`src/hdl/socks5_client_handshake_assert.svh`:
```
// Assertion macros shared by the RTL of the SOCKS5 client handshake block.
`ifndef SOCKS5_CLIENT_HANDSHAKE_ASSERT_SVH
`define SOCKS5_CLIENT_HANDSHAKE_ASSERT_SVH

`ifndef SYNTHESIS

// Same-cycle implication, checked at every rising clock edge outside reset.
`define S5CH_ASSERT_IMPL(label, clk, rstn, ante, cons) \
    label: assert property (@(posedge clk) disable iff (!(rstn)) (ante) |-> (cons)) \
        else $error("assertion failed");

// Next-cycle implication, checked at every rising clock edge outside reset.
`define S5CH_ASSERT_NEXT(label, clk, rstn, ante, cons) \
    label: assert property (@(posedge clk) disable iff (!(rstn)) (ante) |=> (cons)) \
        else $error("assertion failed");

`else

`define S5CH_ASSERT_IMPL(label, clk, rstn, ante, cons)
`define S5CH_ASSERT_NEXT(label, clk, rstn, ante, cons)

`endif

`endif

```
`src/hdl/s5ch_pkg.sv`:
```
// Types, codes and helper functions of the SOCKS5 client handshake block.
`timescale 1ns / 1ps

package s5ch_pkg;

    // Input item kinds, carried on s_tuser.
    typedef enum logic [1:0] {
        MODE_START     = 2'd0,
        MODE_NAME_BYTE = 2'd1,
        MODE_RX_BYTE   = 2'd2,
        MODE_LINK_ERR  = 2'd3
    } mode_t;

    // Handshake phases, one-hot.
    typedef enum logic [4:0] {
        PH_IDLE  = 5'b00001,
        PH_GREET = 5'b00010,
        PH_NAME  = 5'b00100,
        PH_HEAD  = 5'b01000,
        PH_TAIL  = 5'b10000
    } phase_t;

    localparam logic KIND_TX     = 1'b0;
    localparam logic KIND_REPORT = 1'b1;

    localparam logic [1:0] STATUS_OK   = 2'd0;
    localparam logic [1:0] STATUS_FAIL = 2'd1;
    localparam logic [1:0] STATUS_LINK = 2'd2;

    localparam logic [7:0] SOCKS_VERSION = 8'h05;
    localparam logic [7:0] CMD_CONNECT   = 8'h01;
    localparam logic [7:0] METHOD_NOAUTH = 8'h00;
    localparam logic [7:0] RESERVED_BYTE = 8'h00;
    localparam logic [7:0] REPLY_SUCCESS = 8'h00;
    localparam logic [7:0] ATYP_IPV4     = 8'h01;
    localparam logic [7:0] ATYP_DOMAIN   = 8'h03;
    localparam logic [7:0] ATYP_IPV6     = 8'h04;

    // Tail bytes left after the five header bytes: rest of the address plus the port.
    localparam logic [8:0] TAIL_IPV4 = 9'(10 - 5);
    localparam logic [8:0] TAIL_IPV6 = 9'(22 - 5);
    localparam logic [8:0] TAIL_DOMAIN_EXTRA = 9'(7 - 5);

    // Most results one input item can cause, and the burst buffer depth.
    localparam int BURST_MAX   = 7;
    localparam int BURST_DEPTH = 8;
    localparam int BURST_IDX_W = $clog2(BURST_DEPTH);

    typedef struct packed {
        logic        kind;
        logic [7:0]  tx_byte;
        logic [1:0]  status;
        logic [15:0] bound_port;
    } res_t;

    function automatic res_t mk_tx(input logic [7:0] tx);
        res_t r;
        r.kind       = KIND_TX;
        r.tx_byte    = tx;
        r.status     = STATUS_OK;
        r.bound_port = 16'h0000;
        return r;
    endfunction

    function automatic res_t mk_report(input logic [1:0] st, input logic [15:0] port);
        res_t r;
        r.kind       = KIND_REPORT;
        r.tx_byte    = 8'h00;
        r.status     = st;
        r.bound_port = port;
        return r;
    endfunction

endpackage

```
`src/hdl/socks5_client_handshake.sv`:
```
// SOCKS5 client handshake: no-auth CONNECT by domain name, stream in and stream out.
//
// The block takes one input item per cycle while s_tready is high. Each accepted item
// is decoded in the same cycle against the handshake state, and every result it causes
// (none, one, three, five or seven) is loaded at once into an eight-entry burst buffer
// that drains one result per cycle on the m_ side while m_tready is high, with m_tlast
// on the final result of the item. An item's results hold off the input until the last
// of them leaves; items with at most one result flow at one item per cycle while
// m_tready is high, since the next item is taken in the cycle that the last result of
// the previous one leaves. The burst buffer is the only thing that throttles s_tready.
`timescale 1ns / 1ps

`include "socks5_client_handshake_assert.svh"

module socks5_client_handshake
    import s5ch_pkg::*;
(
    input  logic        aclk,
    input  logic        aresetn,
    input  logic        s_tvalid,
    output logic        s_tready,
    input  logic [31:0] s_tdata,   // data_byte[7:0], dest_port[23:8], name_length[31:24]
    input  logic [1:0]  s_tuser,   // mode[1:0]
    output logic        m_tvalid,
    input  logic        m_tready,
    output logic [31:0] m_tdata,   // tx_byte[7:0], status[9:8], bound_port[25:10], zero
    output logic        m_tuser,   // kind
    output logic        m_tlast
);

    phase_t      phase_reg, phase_next;
    logic [8:0]  byte_count_reg, byte_count_next;
    logic [7:0]  name_len_reg, name_len_next;
    logic [15:0] dest_port_reg, dest_port_next;
    logic        reply_ok_reg, reply_ok_next;
    logic [8:0]  tail_len_reg, tail_len_next;
    logic [15:0] port_cap_reg, port_cap_next;

    res_t                   res_reg [BURST_DEPTH];
    res_t                   res_next [BURST_DEPTH];
    logic [BURST_IDX_W-1:0] cnt_reg, cnt_next;
    logic [BURST_IDX_W-1:0] pos_reg;

    mode_t       mode;
    logic [7:0]  in_byte;
    logic        s_accept;
    logic        m_accept;
    logic [8:0]  count_inc;
    logic [15:0] cap_shift;
    logic        ver_ok;
    res_t        res_out;

    assign mode     = mode_t'(s_tuser);
    assign in_byte  = s_tdata[7:0];

    assign m_tvalid = (pos_reg != cnt_reg);
    assign m_tlast  = (BURST_IDX_W'(pos_reg + 1'b1) == cnt_reg);
    assign m_accept = m_tvalid && m_tready;
    // Free when the buffer is drained or its last result leaves in this cycle.
    assign s_tready = !m_tvalid || (m_tready && m_tlast);
    assign s_accept = s_tvalid && s_tready;

    assign res_out  = res_reg[pos_reg];
    assign m_tuser  = res_out.kind;
    assign m_tdata  = {6'b0, res_out.bound_port, res_out.status, res_out.tx_byte};

    assign count_inc = 9'(byte_count_reg + 1'b1);
    assign cap_shift = {port_cap_reg[7:0], in_byte};
    assign ver_ok    = (port_cap_reg == {8'h00, SOCKS_VERSION});

    always_comb begin
        phase_next      = phase_reg;
        byte_count_next = byte_count_reg;
        name_len_next   = name_len_reg;
        dest_port_next  = dest_port_reg;
        reply_ok_next   = reply_ok_reg;
        tail_len_next   = tail_len_reg;
        port_cap_next   = port_cap_reg;
        cnt_next        = '0;
        for (int i = 0; i < BURST_DEPTH; i++) begin
            res_next[i] = '0;
        end

        case (mode)
            MODE_START: begin
                if (phase_reg == PH_IDLE) begin
                    dest_port_next  = s_tdata[23:8];
                    name_len_next   = s_tdata[31:24];
                    res_next[0]     = mk_tx(SOCKS_VERSION);
                    res_next[1]     = mk_tx(CMD_CONNECT);
                    res_next[2]     = mk_tx(METHOD_NOAUTH);
                    cnt_next        = BURST_IDX_W'(3);
                    phase_next      = PH_GREET;
                    byte_count_next = '0;
                    reply_ok_next   = 1'b0;
                end
            end
            MODE_LINK_ERR: begin
                if (phase_reg != PH_IDLE) begin
                    res_next[0]     = mk_report(STATUS_LINK, 16'h0000);
                    cnt_next        = BURST_IDX_W'(1);
                    phase_next      = PH_IDLE;
                    byte_count_next = '0;
                end
            end
            MODE_NAME_BYTE: begin
                if (phase_reg == PH_NAME) begin
                    res_next[0]     = mk_tx(in_byte);
                    byte_count_next = count_inc;
                    if (count_inc >= {1'b0, name_len_reg}) begin
                        res_next[1]     = mk_tx(dest_port_reg[15:8]);
                        res_next[2]     = mk_tx(dest_port_reg[7:0]);
                        cnt_next        = BURST_IDX_W'(3);
                        phase_next      = PH_HEAD;
                        byte_count_next = '0;
                    end else begin
                        cnt_next = BURST_IDX_W'(1);
                    end
                end
            end
            MODE_RX_BYTE: begin
                case (phase_reg)
                    PH_GREET: begin
                        if (byte_count_reg == 9'd0) begin
                            reply_ok_next   = (in_byte == SOCKS_VERSION);
                            byte_count_next = 9'd1;
                        end else if (reply_ok_reg && in_byte == METHOD_NOAUTH) begin
                            res_next[0] = mk_tx(SOCKS_VERSION);
                            res_next[1] = mk_tx(CMD_CONNECT);
                            res_next[2] = mk_tx(RESERVED_BYTE);
                            res_next[3] = mk_tx(ATYP_DOMAIN);
                            res_next[4] = mk_tx(name_len_reg);
                            byte_count_next = '0;
                            // An empty name goes straight on to the port bytes.
                            if (name_len_reg == 8'd0) begin
                                res_next[5] = mk_tx(dest_port_reg[15:8]);
                                res_next[6] = mk_tx(dest_port_reg[7:0]);
                                cnt_next    = BURST_IDX_W'(BURST_MAX);
                                phase_next  = PH_HEAD;
                            end else begin
                                cnt_next   = BURST_IDX_W'(5);
                                phase_next = PH_NAME;
                            end
                        end else begin
                            res_next[0]     = mk_report(STATUS_FAIL, 16'h0000);
                            cnt_next        = BURST_IDX_W'(1);
                            phase_next      = PH_IDLE;
                            byte_count_next = '0;
                        end
                    end
                    PH_HEAD: begin
                        // The version byte waits in the port capture and the address
                        // type in the tail length until the fifth header byte.
                        if (byte_count_reg == 9'd0) begin
                            port_cap_next = {8'h00, in_byte};
                        end else if (byte_count_reg == 9'd1) begin
                            reply_ok_next = (in_byte == REPLY_SUCCESS);
                        end else if (byte_count_reg == 9'd3) begin
                            tail_len_next = {1'b0, in_byte};
                        end
                        if (byte_count_reg < 9'd4) begin
                            byte_count_next = count_inc;
                        end else begin
                            port_cap_next   = 16'h0000;
                            byte_count_next = '0;
                            phase_next      = PH_TAIL;
                            if (ver_ok && tail_len_reg == {1'b0, ATYP_IPV4}) begin
                                tail_len_next = TAIL_IPV4;
                            end else if (ver_ok && tail_len_reg == {1'b0, ATYP_DOMAIN}) begin
                                tail_len_next = 9'({1'b0, in_byte} + TAIL_DOMAIN_EXTRA);
                            end else if (ver_ok && tail_len_reg == {1'b0, ATYP_IPV6}) begin
                                tail_len_next = TAIL_IPV6;
                            end else begin
                                tail_len_next = '0;
                                res_next[0]   = mk_report(STATUS_FAIL, 16'h0000);
                                cnt_next      = BURST_IDX_W'(1);
                                phase_next    = PH_IDLE;
                            end
                        end
                    end
                    PH_TAIL: begin
                        port_cap_next   = cap_shift;
                        byte_count_next = count_inc;
                        if (count_inc >= tail_len_reg) begin
                            res_next[0]     = mk_report(reply_ok_reg ? STATUS_OK : STATUS_FAIL,
                                                        cap_shift);
                            cnt_next        = BURST_IDX_W'(1);
                            phase_next      = PH_IDLE;
                            byte_count_next = '0;
                        end
                    end
                    default: begin
                    end
                endcase
            end
            default: begin
            end
        endcase
    end

    always_ff @(posedge aclk) begin
        if (!aresetn) begin
            phase_reg      <= PH_IDLE;
            byte_count_reg <= '0;
            name_len_reg   <= '0;
            dest_port_reg  <= '0;
            reply_ok_reg   <= 1'b0;
            tail_len_reg   <= '0;
            port_cap_reg   <= '0;
            cnt_reg        <= '0;
            pos_reg        <= '0;
        end else if (s_accept) begin
            phase_reg      <= phase_next;
            byte_count_reg <= byte_count_next;
            name_len_reg   <= name_len_next;
            dest_port_reg  <= dest_port_next;
            reply_ok_reg   <= reply_ok_next;
            tail_len_reg   <= tail_len_next;
            port_cap_reg   <= port_cap_next;
            cnt_reg        <= cnt_next;
            pos_reg        <= '0;
        end else if (m_accept) begin
            pos_reg <= BURST_IDX_W'(pos_reg + 1'b1);
        end
    end

    // Burst payload carries no reset; the count and position say what is valid.
    always_ff @(posedge aclk) begin
        if (s_accept) begin
            for (int i = 0; i < BURST_DEPTH; i++) begin
                res_reg[i] <= res_next[i];
            end
        end
    end

    `S5CH_ASSERT_IMPL(a_stall_needs_output, aclk, aresetn, !s_tready, m_tvalid)
    `S5CH_ASSERT_IMPL(a_pos_in_burst, aclk, aresetn, 1'b1, pos_reg <= cnt_reg)
    `S5CH_ASSERT_IMPL(a_idle_count_clear, aclk, aresetn, phase_reg == PH_IDLE,
                      byte_count_reg == 9'd0)
    `S5CH_ASSERT_IMPL(a_report_is_last, aclk, aresetn, m_tvalid && m_tuser == KIND_REPORT,
                      m_tlast)

endmodule
```
`config.mk`:
```
export PLATFORM = sky130hd
export DESIGN_NAME = socks5_client_handshake
export DESIGN_NICKNAME = d
export VERILOG_FILES = /design/src/hdl/s5ch_pkg.sv /design/src/hdl/socks5_client_handshake.sv
export VERILOG_INCLUDE_DIRS = /design/src /design/src/hdl
export SDC_FILE = /design/constraint.sdc
export NUM_CORES = 1
export LEC_CHECK = 0
export ABC_AREA = 1
export BUFFER_PORTS_ARGS = -buffer_cell sky130_fd_sc_hd__buf_2
export CORE_UTILIZATION = 47
export CTS_CLUSTER_DIAMETER = 40
export DETAILED_ROUTE_END_ITERATION = 16
export GPL_TIMING_DRIVEN = 0
export PLACE_DENSITY_LB_ADDON = 0.3
export SYNTH_ARGS = -nofsm -noshare
export SYNTH_HDL_FRONTEND = slang
export SYNTH_SLANG_ARGS = --single-unit
```
`constraint.sdc`:
```
create_clock -name aclk -period 2.7 [get_ports aclk]
set_clock_uncertainty 0.15 [all_clocks]
set_input_delay 0.27 -clock aclk [delete_from_list [all_inputs] [get_ports aclk]]
set_output_delay 0.27 -clock aclk [all_outputs]
set_load 0.02 [all_outputs]
```
After elaboration in Yosys (flattened, before gate mapping):

Memories as Yosys holds them, arrays and structs flattened. A register that Yosys moved wholly into a read port is not among the register bits.
Cells that the tools add are included.

* bits in registers: 70
* RAM bits: 216
* bits of input ports: 38
* output and inout port bits: 36
* word-level logic and storage cells: 149
* memories: 1

* $add $sub $neg: 3
* magnitude comparators: 3
* equality and inequality tests: 34
* muxes and demuxes: 76
* bitwise operators: 1
* reduce and logical (&&, ||, !) cells: 22

Memories
* res_reg: depth 8, bits a word 27, read ports 1, clocked after Yosys merged registers in 1, wr ports 8, RTL line socks5_client_handshake.sv:39 `res_t res_reg [BURST_DEPTH];`

Operator list (count)
* 189-bit 2-to-1 mux: 1
* 27-bit 2-to-1 mux: 7
* 162-bit 2-to-1 mux: 1
* 54-bit one-hot mux with 3 select lines: 1
* 154-bit 2-to-1 mux: 1
* 108-bit 2-to-1 mux: 1
* 9-bit 2-to-1 mux: 12
* 27-bit one-hot mux with 4 select lines: 1
* 53-bit 2-to-1 mux: 2
* 27-bit one-hot mux with 3 select lines: 1
* 80-bit 2-to-1 mux: 1
* 75-bit 2-to-1 mux: 1
* 5-bit 2-to-1 mux: 12
* 9-bit one-hot mux with 4 select lines: 1
* 16-bit 2-to-1 mux: 2
* 16-bit one-hot mux with 2 select lines: 1
* 9-bit one-hot mux with 3 select lines: 1
* 3-bit != test (second input constant): 7
* 5-bit one-hot mux with 4 select lines: 1
* 9-bit by 1-bit equality test with 1-bit output (second input constant): 2
* 9-bit by 2-bit equality test with 1-bit output (second input constant): 2
* 16-bit by 3-bit equality test with 1-bit output (second input constant): 1
* 8-bit logical NOT: 2
* 3-bit 2-to-1 mux: 5
* 42 further kinds: 72

Depth between registers and ports, before layout:

Gate-level depths: netlist of run 1.

* depth after elaboration: 8
* depth in mapped cells: 18
* depth with buffers taken out: 18

Worst setup path before layout of run 1:

No wires, ideal clock.

* path kind: reg-to-reg
* from: register byte_count_reg[0]
* to: register phase_reg[3]
* library setup time: 0.113 ns
* data arrival time: 2.422 ns
* required time: 2.437 ns
* slack: 0.015 ns
* stages on the path, launching flop included: 18
* path buffers: 0
* period minus slack after synthesis: 2.685 ns
* path through: dfxtp_1 -> inv_1 -> nor3_1 -> nand3_1 -> nor2_1 -> nand2_1 -> xor2_1 -> inv_1 -> ha_1 -> nand2_1 -> nor2_1 -> nand3b_1 -> nand4_1 -> nor2_1 -> nor2_4 -> nand3_4 -> nor2_1 -> nor2_1

* word-level cells in the longest chain between the ends: 4
* elaborated cells on any way between the ends: 10
* those cells by class: 1 x add/sub; 3 x order compare; 4 x eq/ne; 2 x reduce/logical

Ends and longest elaborated chain
* start, declared: RTL line socks5_client_handshake.sv:32 `logic [8:0] byte_count_reg, byte_count_next;`
* start signal, assigned: RTL line socks5_client_handshake.sv:214 `byte_count_reg <= byte_count_next;`
* 9-bit by 1-bit adder with 9-bit output: RTL line socks5_client_handshake.sv:67 `assign count_inc = 9'(byte_count_reg + 1'b1);`
* 9-bit greater-or-equal comparator / 9-bit by 8-bit greater-or-equal comparator with 1-bit output (equally long branches): RTL line socks5_client_handshake.sv:184, socks5_client_handshake.sv:110
* 3-bit != test (no source line) / 2-bit != test (equally long branches)
* 9-bit AND reduction (no source line) *
* end signal, assigned: RTL line socks5_client_handshake.sv:213 `phase_reg <= phase_next;`
* end, declared: RTL line socks5_client_handshake.sv:31 `phase_t phase_reg, phase_next;`

Every way passes the cells marked *; elsewhere a longest branch is shown, timed or not.
A chain may end at the register's enable or synchronous reset.

Worst setup path in the final report of run 1:

* from: register byte_count_reg[0]
* to: register byte_count_reg[2]

* word-level cells in the longest chain between the ends: 5
* elaborated cells on any way between the ends: 10
* those cells by class: 1 x add/sub; 3 x order compare; 6 x mux

Ends and longest elaborated chain
* 9-bit by 1-bit adder with 9-bit output: RTL line socks5_client_handshake.sv:67
* 9-bit greater-or-equal comparator / 9-bit by 8-bit greater-or-equal comparator with 1-bit output (equally long branches): RTL line socks5_client_handshake.sv:184, socks5_client_handshake.sv:110
* 9-bit 2-to-1 mux (on tied branches): RTL line socks5_client_handshake.sv:184, socks5_client_handshake.sv:110
* 9-bit one-hot mux with 3 select lines / 9-bit 2-to-1 mux (equally long branches): RTL line socks5_client_handshake.sv:122, socks5_client_handshake.sv:107
* 9-bit one-hot mux with 4 select lines *: RTL line socks5_client_handshake.sv:84 `case (mode)`

Every way passes the cells marked *; elsewhere a longest branch is shown, timed or not. The select of a mux whose other input is x is not followed.

==> results of run 1 <==
## placed cells by master, fill, tap and decap left out, drive strengths merged, types with 2 or more instances in the layout
cell type / count
xnor2: 2
conb: 6
clkinv: 10
nor3b: 10
clkbuf: 32
o21a: 7
dlygate4sd3: 20
nor4: 3
a21oi: 86
buf: 100
a31oi: 2
dfxtp: 73
nand3: 49
o221ai: 4
edfxtp: 68
xor2: 9
o21ai: 60
nand4: 20
nor2: 139
o22ai: 4
nand3b: 2
ha: 27
clkinvlp: 3
inv: 128
nor3: 40
nand2: 153
a22oi: 2
## worst max-delay path, cell delays in order, from the launching register on
cell and delay, ns:
dfxtp_4 0.38, ha_4 0.15, nand2_1 0.08, nor2_4 0.13, nand3_1 0.10, xor2_1 0.18, inv_2 0.10, ha_4 0.28
nand2_1 0.10, nor2_4 0.12, nand3b_1 0.10, nand4_1 0.11, buf_6 0.14, nor2_4 0.04, nor2_4 0.09, buf_6 0.14
nand2_4 0.08, nand3_1 0.09, a21oi_1 0.07
## report_power, final
part	internal [mW]	total, mW	switching, mW
registers	2.40	2.46	0.0657
logic	0.258	0.809	0.552
clock network	1.23	2.19	0.952
## per-layer routing
layer	GRT usage, %	up-vias	part of all wire [%]
li1	-	3326	-
met1	32.7	3104	45
met5	0	-	0
met2	40.0	223	47
met4	9.20	0	2.0
met3	4.49	33	6.3
## worst min-delay path by stage
stage | depth (start not counted) | slack [ns] | endpoint | from
after CTS | 3 | 0.003 | name_len_reg[2] | s_tdata[26]
after floorplan | 2 | 0.29 | dest_port_reg[8] | dest_port_reg[8]
final | 3 | -0.01 | name_len_reg[2] | s_tdata[26]
after global placement | 2 | 0.32 | dest_port_reg[8] | dest_port_reg[8]
after global routing | 3 | 0.02 | name_len_reg[2] | s_tdata[26]
after detailed placement | 2 | 0.32 | dest_port_reg[8] | dest_port_reg[8]
## cell type report
type / count / share of cell area, %
Sequential cell: 141 / 37.6
Clock buffer: 20 / 4.90
Buffer: 33 / 2.24
Multi-Input combinational cell: 631 / 39.1
Timing Repair Buffer: 99 / 6.89
Tap cell: 211 / 2.83
Inverter: 128 / 5.45
Timing Repair inverter: 1 / 0.121
Clock inverter: 12 / 0.924
## timing repair
| item | 4_1_cts | 5_1_grt |
|---|---|---|
| cloned | 1 | 1 |
| resized for setup | 35 | 52 |
| endpoints found under the setup margin | 105 | 96 |
| hold endpoints to repair | 20 | 0 |
| hold buffers | 20 | 0 |
| pin swaps | 8 | 9 |
| setup buffers | 11 | 2 |
## Yosys cell counts, drive strengths merged, types with 7 or more instances
master and number:
buf 21, clkbuf 14, o21ai 60, nand2 152, ha 27, edfxtp 68
o21a 7, xor2 9, inv 124, nand3 49, dfxtp 73, nor2 139
nor3b 10, a21oi 86, nor3 40, nand4 20
## cells by family after synthesis
| family | after synthesis |
|---|---|
| AND/OR/NAND/NOR | 418 |
| AO/OA/AOI/OAI | 168 |
| buffers and inverters | 163 |
| flip-flops | 141 |
| adder cells (fa/ha/maj) | 27 |
| XOR/XNOR | 11 |
| other | 1 |
==> flow_summary.ini, run 1 <==
[job]
max_cap_violations = 0

[timing]
hold_viol_final = 1
hold_slack_ns = -0.0109
rsz0062_at_grt = true
finalCritPeriodShare_pct = 103
fin_ws_ns = -0.0678
max_freq_ghz = 0.361
setup_violations = 17
relSlewSlack_pct = 53.2
worst_pin_slew_ns = 0.703
final.setup.tns_ns = -0.638
drv_slew = 0
timing.final.crit_period_ns = 2.77

[synth]
yosys.area.top_type = edfxtp_1
yosys.area_share.simple_pct = 26.3
ys_ff_latch = 141
synth_top_family_by_area = simple AND/OR/NAND/NOR gates
synth-xor-area-share_pct = 1.28
synth.cell_area_sq_um = 7520
synth_top_area_share_pct = 27.2
synth_compound_area_share_pct = 12.1
synth_ff_type = dfxtp_1
synthDistinctLibCells = 48
synth_edf_count = 68
synth_area_leaders = edfxtp_1 27%, dfxtp_1 19%, nand2_1 7.0%, nor2_1 6.5%, inv_1 5.7%
synthAdderAreaFrac_pct = 4.49
syn_inst = 929
ys_seq_area_share_pct = 46.6
yosys_warnings = 0
synthMuxAreaShare_pct = 0
synthArstFlopShare_pct = 0
avgSynthCellArea_sq_um = 8.09

[floorplan]
die_h_um = 128
die-width_um = 128
start_util_pct = 48.7
io_pins = 74
die-area_sq_um = 16500
core_area_sq_um = 15400
row_count = 45

[clock_network]
cts-root-buf = clkbuf_16
clkTransAtPathRegs_ns = 0.06
numCtsBuffers = 17
cts-htree-levels = 4
clock-sinks = 141
cts.path.max_buffers = 2
cts_tree = built
clock_latency_ns = 0.43

[setup_path]
crit_path_end_kind = flip-flop
endpoint = byte_count_reg[2]
required_ns = 2.84
crit_start = byte_count_reg[0]
cp_max_fo = 5
crit_arrival_ns = 2.91
r2r_cells = 18
worst-setup-path-type = reg2reg
startpoint_type = flip-flop
r2r_slack_ns = -0.07
r2r_end = byte_count_reg[2]
r2r-start = byte_count_reg[0]

[detailed_routing]
drt_iter0_drc = 502
wl_per_cell_um = 15.5
via_per_inst = 5.24
drc = 0
vias = 6686
postRouteAntennaNets = 0
firstDrtPassIters = 5
routed_wl_mm = 19.8

[power_and_ir_drop]
peakVddDrop_mv = 0.469
pwr_density_cell_nw_per_um2 = 584
leakage_nw = 3.99
power.total_mw = 5.46

[global_route]
grt_start_max_net_pins = 76
grt_pass1_vias = 6252
grt_pass1_wl_mm = 31.0
grt_antenna_before_repair = 0
gr-total-overflow = 0
track_usage_pct = 24.6

[placed_design]
dpl_worst_slack_ns = -0.596
io_buffers = 66
dpl_cell_area_sq_um = 8130
dp_cells = 1211
routabilityCongestion = 0.888
hpwl_mm = 14.0

[layout]
area_delta_synth_final_pct = 24.3
drive_gt1_share_pct = 22.1
ff_latch_area_sq_um = 3510
nets = 1117
final_core_util_pct = 60.5
stdcell_area_sq_um = 9340
multi_input_area_sq_um = 3650
largest_reg_flops = 68
fin_cells = 1276
antennaDiodeCount = 0
fillCellCount = 1417

[hold_path]
worstHoldPathType = in2reg

[outcome]
status = finished with violations
violations = negative hold slack, negative setup slack
(Power assumes the default switching activity.)
==> run 2, diff against run 1 <==
Clock period 2.7 ns to 2.4 ns, I/O delays scaled along.
==> run 2 against run 1 <==
The flow finishes with violations (negative setup slack). Register-to-register slack worse by 0.47 ns. Via count is 3.8% higher. Sequential share of layout area is 3.0 points lower. Non-clock buffer count is 32 higher. Total power is 20% higher. Routed wire length is 8.0% higher. Global-route usage is 1.5 points higher. Die area stayed put. Utilization is 5.4 points higher. Cell count is 2.6% higher. Critical path type unchanged. Critical endpoint is now res_reg[0][26].
==> flow_summary.ini, run 2 (synthesized netlist as in run 1, its figures left out) <==
[global_route]
grt_start_max_net_pins = 38
grt_pass1_wl_mm = 32.8
gr-total-overflow = 0
grt_antenna_before_repair = 0
grt_pass1_vias = 6513
track_usage_pct = 26.1

[placed_design]
hpwl_mm = 14.1
io_buffers = 66
routabilityCongestion = 0.906
dp_cells = 1211
dpl_worst_slack_ns = -0.565

[setup_path]
worst-setup-path-type = reg2reg
required_ns = 2.41
r2r_slack_ns = -0.53
startpoint_type = flip-flop
crit_arrival_ns = 2.94
r2r-start = byte_count_reg[1]
r2r_end = res_reg[0][26]
cp_max_fo = 4
crit_path_end_kind = flip-flop
r2r_cells = 18

[outcome]
violations = negative setup slack
status = finished with violations

[timing]
relSlewSlack_pct = 35.6
fin_ws_ns = -0.533
worst_pin_slew_ns = 0.966
max_freq_ghz = 0.341
hold_viol_final = 0
rsz0062_at_grt = true
setup_violations = 50
finalCritPeriodShare_pct = 122
timing.final.crit_period_ns = 2.93
drv_slew = 0

[clock_network]
clkTransAtPathRegs_ns = 0.07
cts-root-buf = clkbuf_16
numCtsBuffers = 17
cts-htree-levels = 4
clock-sinks = 141
clock_latency_ns = 0.44
cts_tree = built
cts.path.max_buffers = 2

[floorplan]
die-width_um = 128
io_pins = 74
die_h_um = 128
die-area_sq_um = 16500
core_area_sq_um = 15400
row_count = 45
start_util_pct = 48.7

[layout]
fillCellCount = 1232
antennaDiodeCount = 0
final_common_cell = nand2_1
area_delta_synth_final_pct = 35.3
largest_reg_flops = 68
drive_gt1_share_pct = 29.2
nets = 1150
final_cell_mix = 124 x nand2_1, 122 x nor2_1, 106 x inv_1
fin_cells = 1309

[hold_path]
hp-start = s_tdata[6]
holdPathStages = 3
min_to = port_cap_reg[6]
worstHoldPathType = in2reg

[job]
max_cap_violations = 0

[detailed_routing]
vias = 6943
drc = 0
postRouteAntennaNets = 0
via_per_inst = 5.30
firstDrtPassIters = 5
drt_iter0_drc = 486
wl_per_cell_um = 16.4
routed_wl_mm = 21.4

[power_and_ir_drop]
leakage_nw = 4.24
power.total_mw = 6.53
pwr_density_cell_nw_per_um2 = 642
peakVddDrop_mv = 0.522
[run 2: changes by cell type in the layout (fill, tap and decap cells not counted), sizes merged]
cell / delta
bufinv: +3
clkbuf: -1
dlygate4sd3: +6
buf: +26
clkinv: -1
clkinvlp: -2
inv: +2
[run 2: critical path, cell delays in order, from the launching register on]
cell and delay, ns:
dfxtp_4 0.38, buf_12 0.11, ha_4 0.13, nand2_2 0.07
nor2_4 0.13, nand3_1 0.17, nand2_1 0.13, inv_2 0.06
ha_4 0.24, a21o_1 0.17, nor2_1 0.13, nand4_1 0.11
buf_6 0.14, buf_4 0.13, buf_6 0.13, nand2_4 0.08
nand3_2 0.08, nand2_2 0.08, o21ai_2 0.06
[run 2: through the flow]
stage          hold slack, ns  area [sq um]  util (%)  setup TNS [ns]
6_report              0.00848         10200      65.9          -18.70
3_5_place_dp            0.328          8170      52.9          -29.53
2_1_floorplan           0.272          7570         -           -1.10
5_1_grt               0.00915         10200      65.9          -24.44
4_1_cts               0.00501          9710      63.0          -11.14
3_3_place_gp            0.320          8170      52.9          -25.99
[run 2: cell type report]
class                           instances  area, sq um  share of cell area, %
Clock inverter                         13          161                   1.59
Multi-Input combinational cell        631         4050                   39.8
Tap cell                              211          264                   2.60
Inverter                              128          514                   5.06
Timing Repair inverter                  2         17.5                  0.172
Buffer                                 33          221                   2.18
Timing Repair Buffer                  131          991                   9.74
Sequential cell                       141         3520                   34.6
Clock buffer                           19          433                   4.26
[run 2: worst max-delay path by stage]
stage,startpoint,endpoint,slack [ns],depth (start not counted)
after floorplan,byte_count_reg[2],phase_reg[0],-0.08,18
after global placement,byte_count_reg[2],cnt_reg[0],-0.54,16
after detailed placement,byte_count_reg[2],cnt_reg[0],-0.57,16
after CTS,byte_count_reg[0],phase_reg[3],-0.36,19
after global routing,byte_count_reg[1],byte_count_reg[8],-0.64,18
final,byte_count_reg[1],res_reg[0][26],-0.53,18
[run 2: layer usage]
metal | GRT usage (%) | vias to the layer above | part of all wire, %
li1 | - | 3406 | -
met1 | 33.6 | 3237 | 43
met2 | 42.8 | 254 | 49
met3 | 5.65 | 46 | 6.1
met4 | 10.7 | 0 | 2.4
met5 | 0 | - | 0
[run 2: timing repair]
item                                    4_1_cts  5_1_grt
pin swaps                                    32       32
endpoints found under the setup margin      124      114
hold endpoints to repair                     29        1
resized for setup                           101       73
buffers inserted                             22       16
gates cloned                                  4        0
hold buffers                                 25        1
[run 2: power breakdown]
part           switching, mW  internal (mW)
clock                   1.08           1.64
sequential            0.0777           2.69
combinational          0.687          0.353
==> run 3, diff against run 2 <==
Settings changed: HOLD_SLACK_MARGIN set to 0.03, SKIP_CTS_REPAIR_TIMING set to 1.
==> run 3 against run 2 <==
The run still ends with negative setup slack left. Utilization fell by 2.6 points. Routed wire length fell by 4.2%. Sequential power barely moved. Cell area fell by 3.9%. Flip-flop and latch count did not move. Count of clock-buffer cells in the layout did not move. Highest routed layer unchanged. Global-route usage fell by 1.7 points. Die area did not move. Total power fell by 0.67%. First-iteration DRC count rose by 0.82%.
==> flow_summary.ini, run 3 (synthesized netlist as in run 1, its figures left out) <==
[power_and_ir_drop]
sw_frac_of_total_pct = 28.2
leakage_nw = 4.12
p_comb_share_pct = 15.3
p_int_mw = 4.66
seq_power_share_pct = 42.7
pwr_density_cell_nw_per_um2 = 664
p_switching_mw = 1.83
peakVddDrop_mv = 0.507
power.total_mw = 6.49
clkPwrFrac_pct = 42.0

[clock_network]
clkTransAtPathRegs_ns = 0.06
clock-sinks = 141
cts_tree = built
clock_latency_ns = 0.44
cts-htree-levels = 4
cts-root-buf = clkbuf_16
numCtsBuffers = 17
cts.path.max_buffers = 2

[floorplan]
io_pins = 74
die-width_um = 128
start_util_pct = 48.7
die-area_sq_um = 16500
die_h_um = 128
core_area_sq_um = 15400
row_count = 45

[detailed_routing]
routed_wl_mm = 20.5
vias = 6786
drt_iter0_drc = 490
firstDrtPassIters = 6
postRouteAntennaNets = 0
wl_per_cell_um = 15.9
via_per_inst = 5.27
drc = 0

[timing]
final.setup.tns_ns = -14.76
hold_viol_final = 0
max_freq_ghz = 0.350
rsz0062_at_grt = true
hold_slack_ns = 0.00715
setup_violations = 50
timing.final.crit_period_ns = 2.86
drv_slew = 0
fin_ws_ns = -0.459
relSlewSlack_pct = 32.1
finalCritPeriodShare_pct = 119
worst_pin_slew_ns = 1.02

[layout]
stdcell_area_sq_um = 9770
area_delta_synth_final_pct = 30.0
largest_reg_flops = 68
nets = 1129
antennaDiodeCount = 0
fin_cells = 1288
drive_gt1_share_pct = 25.4
final_cell_mix = 126 x nand2_1, 122 x nor2_1, 109 x inv_1
fillCellCount = 1343
final_common_cell = nand2_1
final_core_util_pct = 63.4

[global_route]
grt_start_max_net_pins = 76
gr-total-overflow = 0
track_usage_pct = 24.4
grt_pass1_vias = 6092
grt_pass1_wl_mm = 30.6
grt_antenna_before_repair = 0

[setup_path]
cp_max_fo = 4
crit_buf_inv = 3
startpoint_type = flip-flop
r2r-start = byte_count_reg[0]
critical_path.top_delay_family = simple AND/OR/NAND/NOR gates
worst-setup-path-type = reg2reg
r2r_end = res_reg[0][26]
worst_path_max_delay_cell = dfxtp_4
crit_path_frequent_cell = nand2_4
cp_slowest_stage_delay_ns = 0.38
cp_cell_sequence = ha_4 > nand2_4 > nor2_4 > nand3_1 > nand2_1 > inv_1 > ha_1 > a21o_1 > nor2_2 > nand4_1 > buf_6 > buf_4 > nand2_4 > nand3_2 > nand2_2 > o21ai_2
required_ns = 2.41
r2r_slack_ns = -0.46
r2r_cells = 16
crit_path_end_kind = flip-flop
crit_arrival_ns = 2.87

[placed_design]
dpl_cell_area_sq_um = 8170
hpwl_mm = 14.1
io_buffers = 66
routabilityCongestion = 0.906
dpl_worst_slack_ns = -0.565
dp_cells = 1211

[hold_path]
holdPathStages = 3
worstHoldPathType = in2reg
hp-start = m_tready

[job]
max_cap_violations = 0

[outcome]
status = finished with violations
violations = negative setup slack
[run 3: cell types whose count changed in the layout (fill, tap and decap cells not counted), moves of 5 or more]
| cell | previous run | this run |
|---|---|---|
| a21oi_1 | 72 | 80 |
| ha_1 | 15 | 20 |
| ha_4 | 12 | 7 |
| a21oi_2 | 13 | 5 |
| buf_4 | 34 | 19 |
[run 3: power groups by stage]
stage | combinational, mW | clock, mW | sequential (mW)
final | 0.993 | 2.73 | 2.77
after global routing | 1.08 | 2.83 | 2.78
after CTS | 0.828 | 2.74 | 2.77
after detailed placement | 0.823 | 0 | 2.82
after global placement | 0.813 | 0 | 2.81
after floorplan | 0.573 | 0 | 2.79
[run 3: cell type report]
class	count	area, sq um	share of cell area [%]
buffer	33	219	2.24
multi-input combinational	630	3860	39.5
timing repair buffer	111	786	8.04
clock inverter	13	161	1.65
tap	211	264	2.70
clock buffer	19	433	4.43
sequential	141	3520	36.0
timing repair inverter	2	22.5	0.230
inverter	128	509	5.21
[run 3: worst max path at each step]
stage | from | endpoint | cells after the start
after global placement | byte_count_reg[2] | cnt_reg[0] | 16
final | byte_count_reg[0] | res_reg[0][26] | 16
after detailed placement | byte_count_reg[2] | cnt_reg[0] | 16
after floorplan | byte_count_reg[2] | phase_reg[0] | 18
after global routing | byte_count_reg[0] | phase_reg[2] | 19
after CTS | byte_count_reg[2] | cnt_reg[0] | 16
[run 3: worst min-delay path: stages]
cell and delay (ns):
buf_2 0.13, nand3_1 0.08, a21oi_1 0.09
[run 3: per-layer routing]
layer	GRT usage, %	wire length (um)
met4	10.1	478
met5	0	0
met1	32.4	8910
met2	38.8	9910
met3	5.03	1220
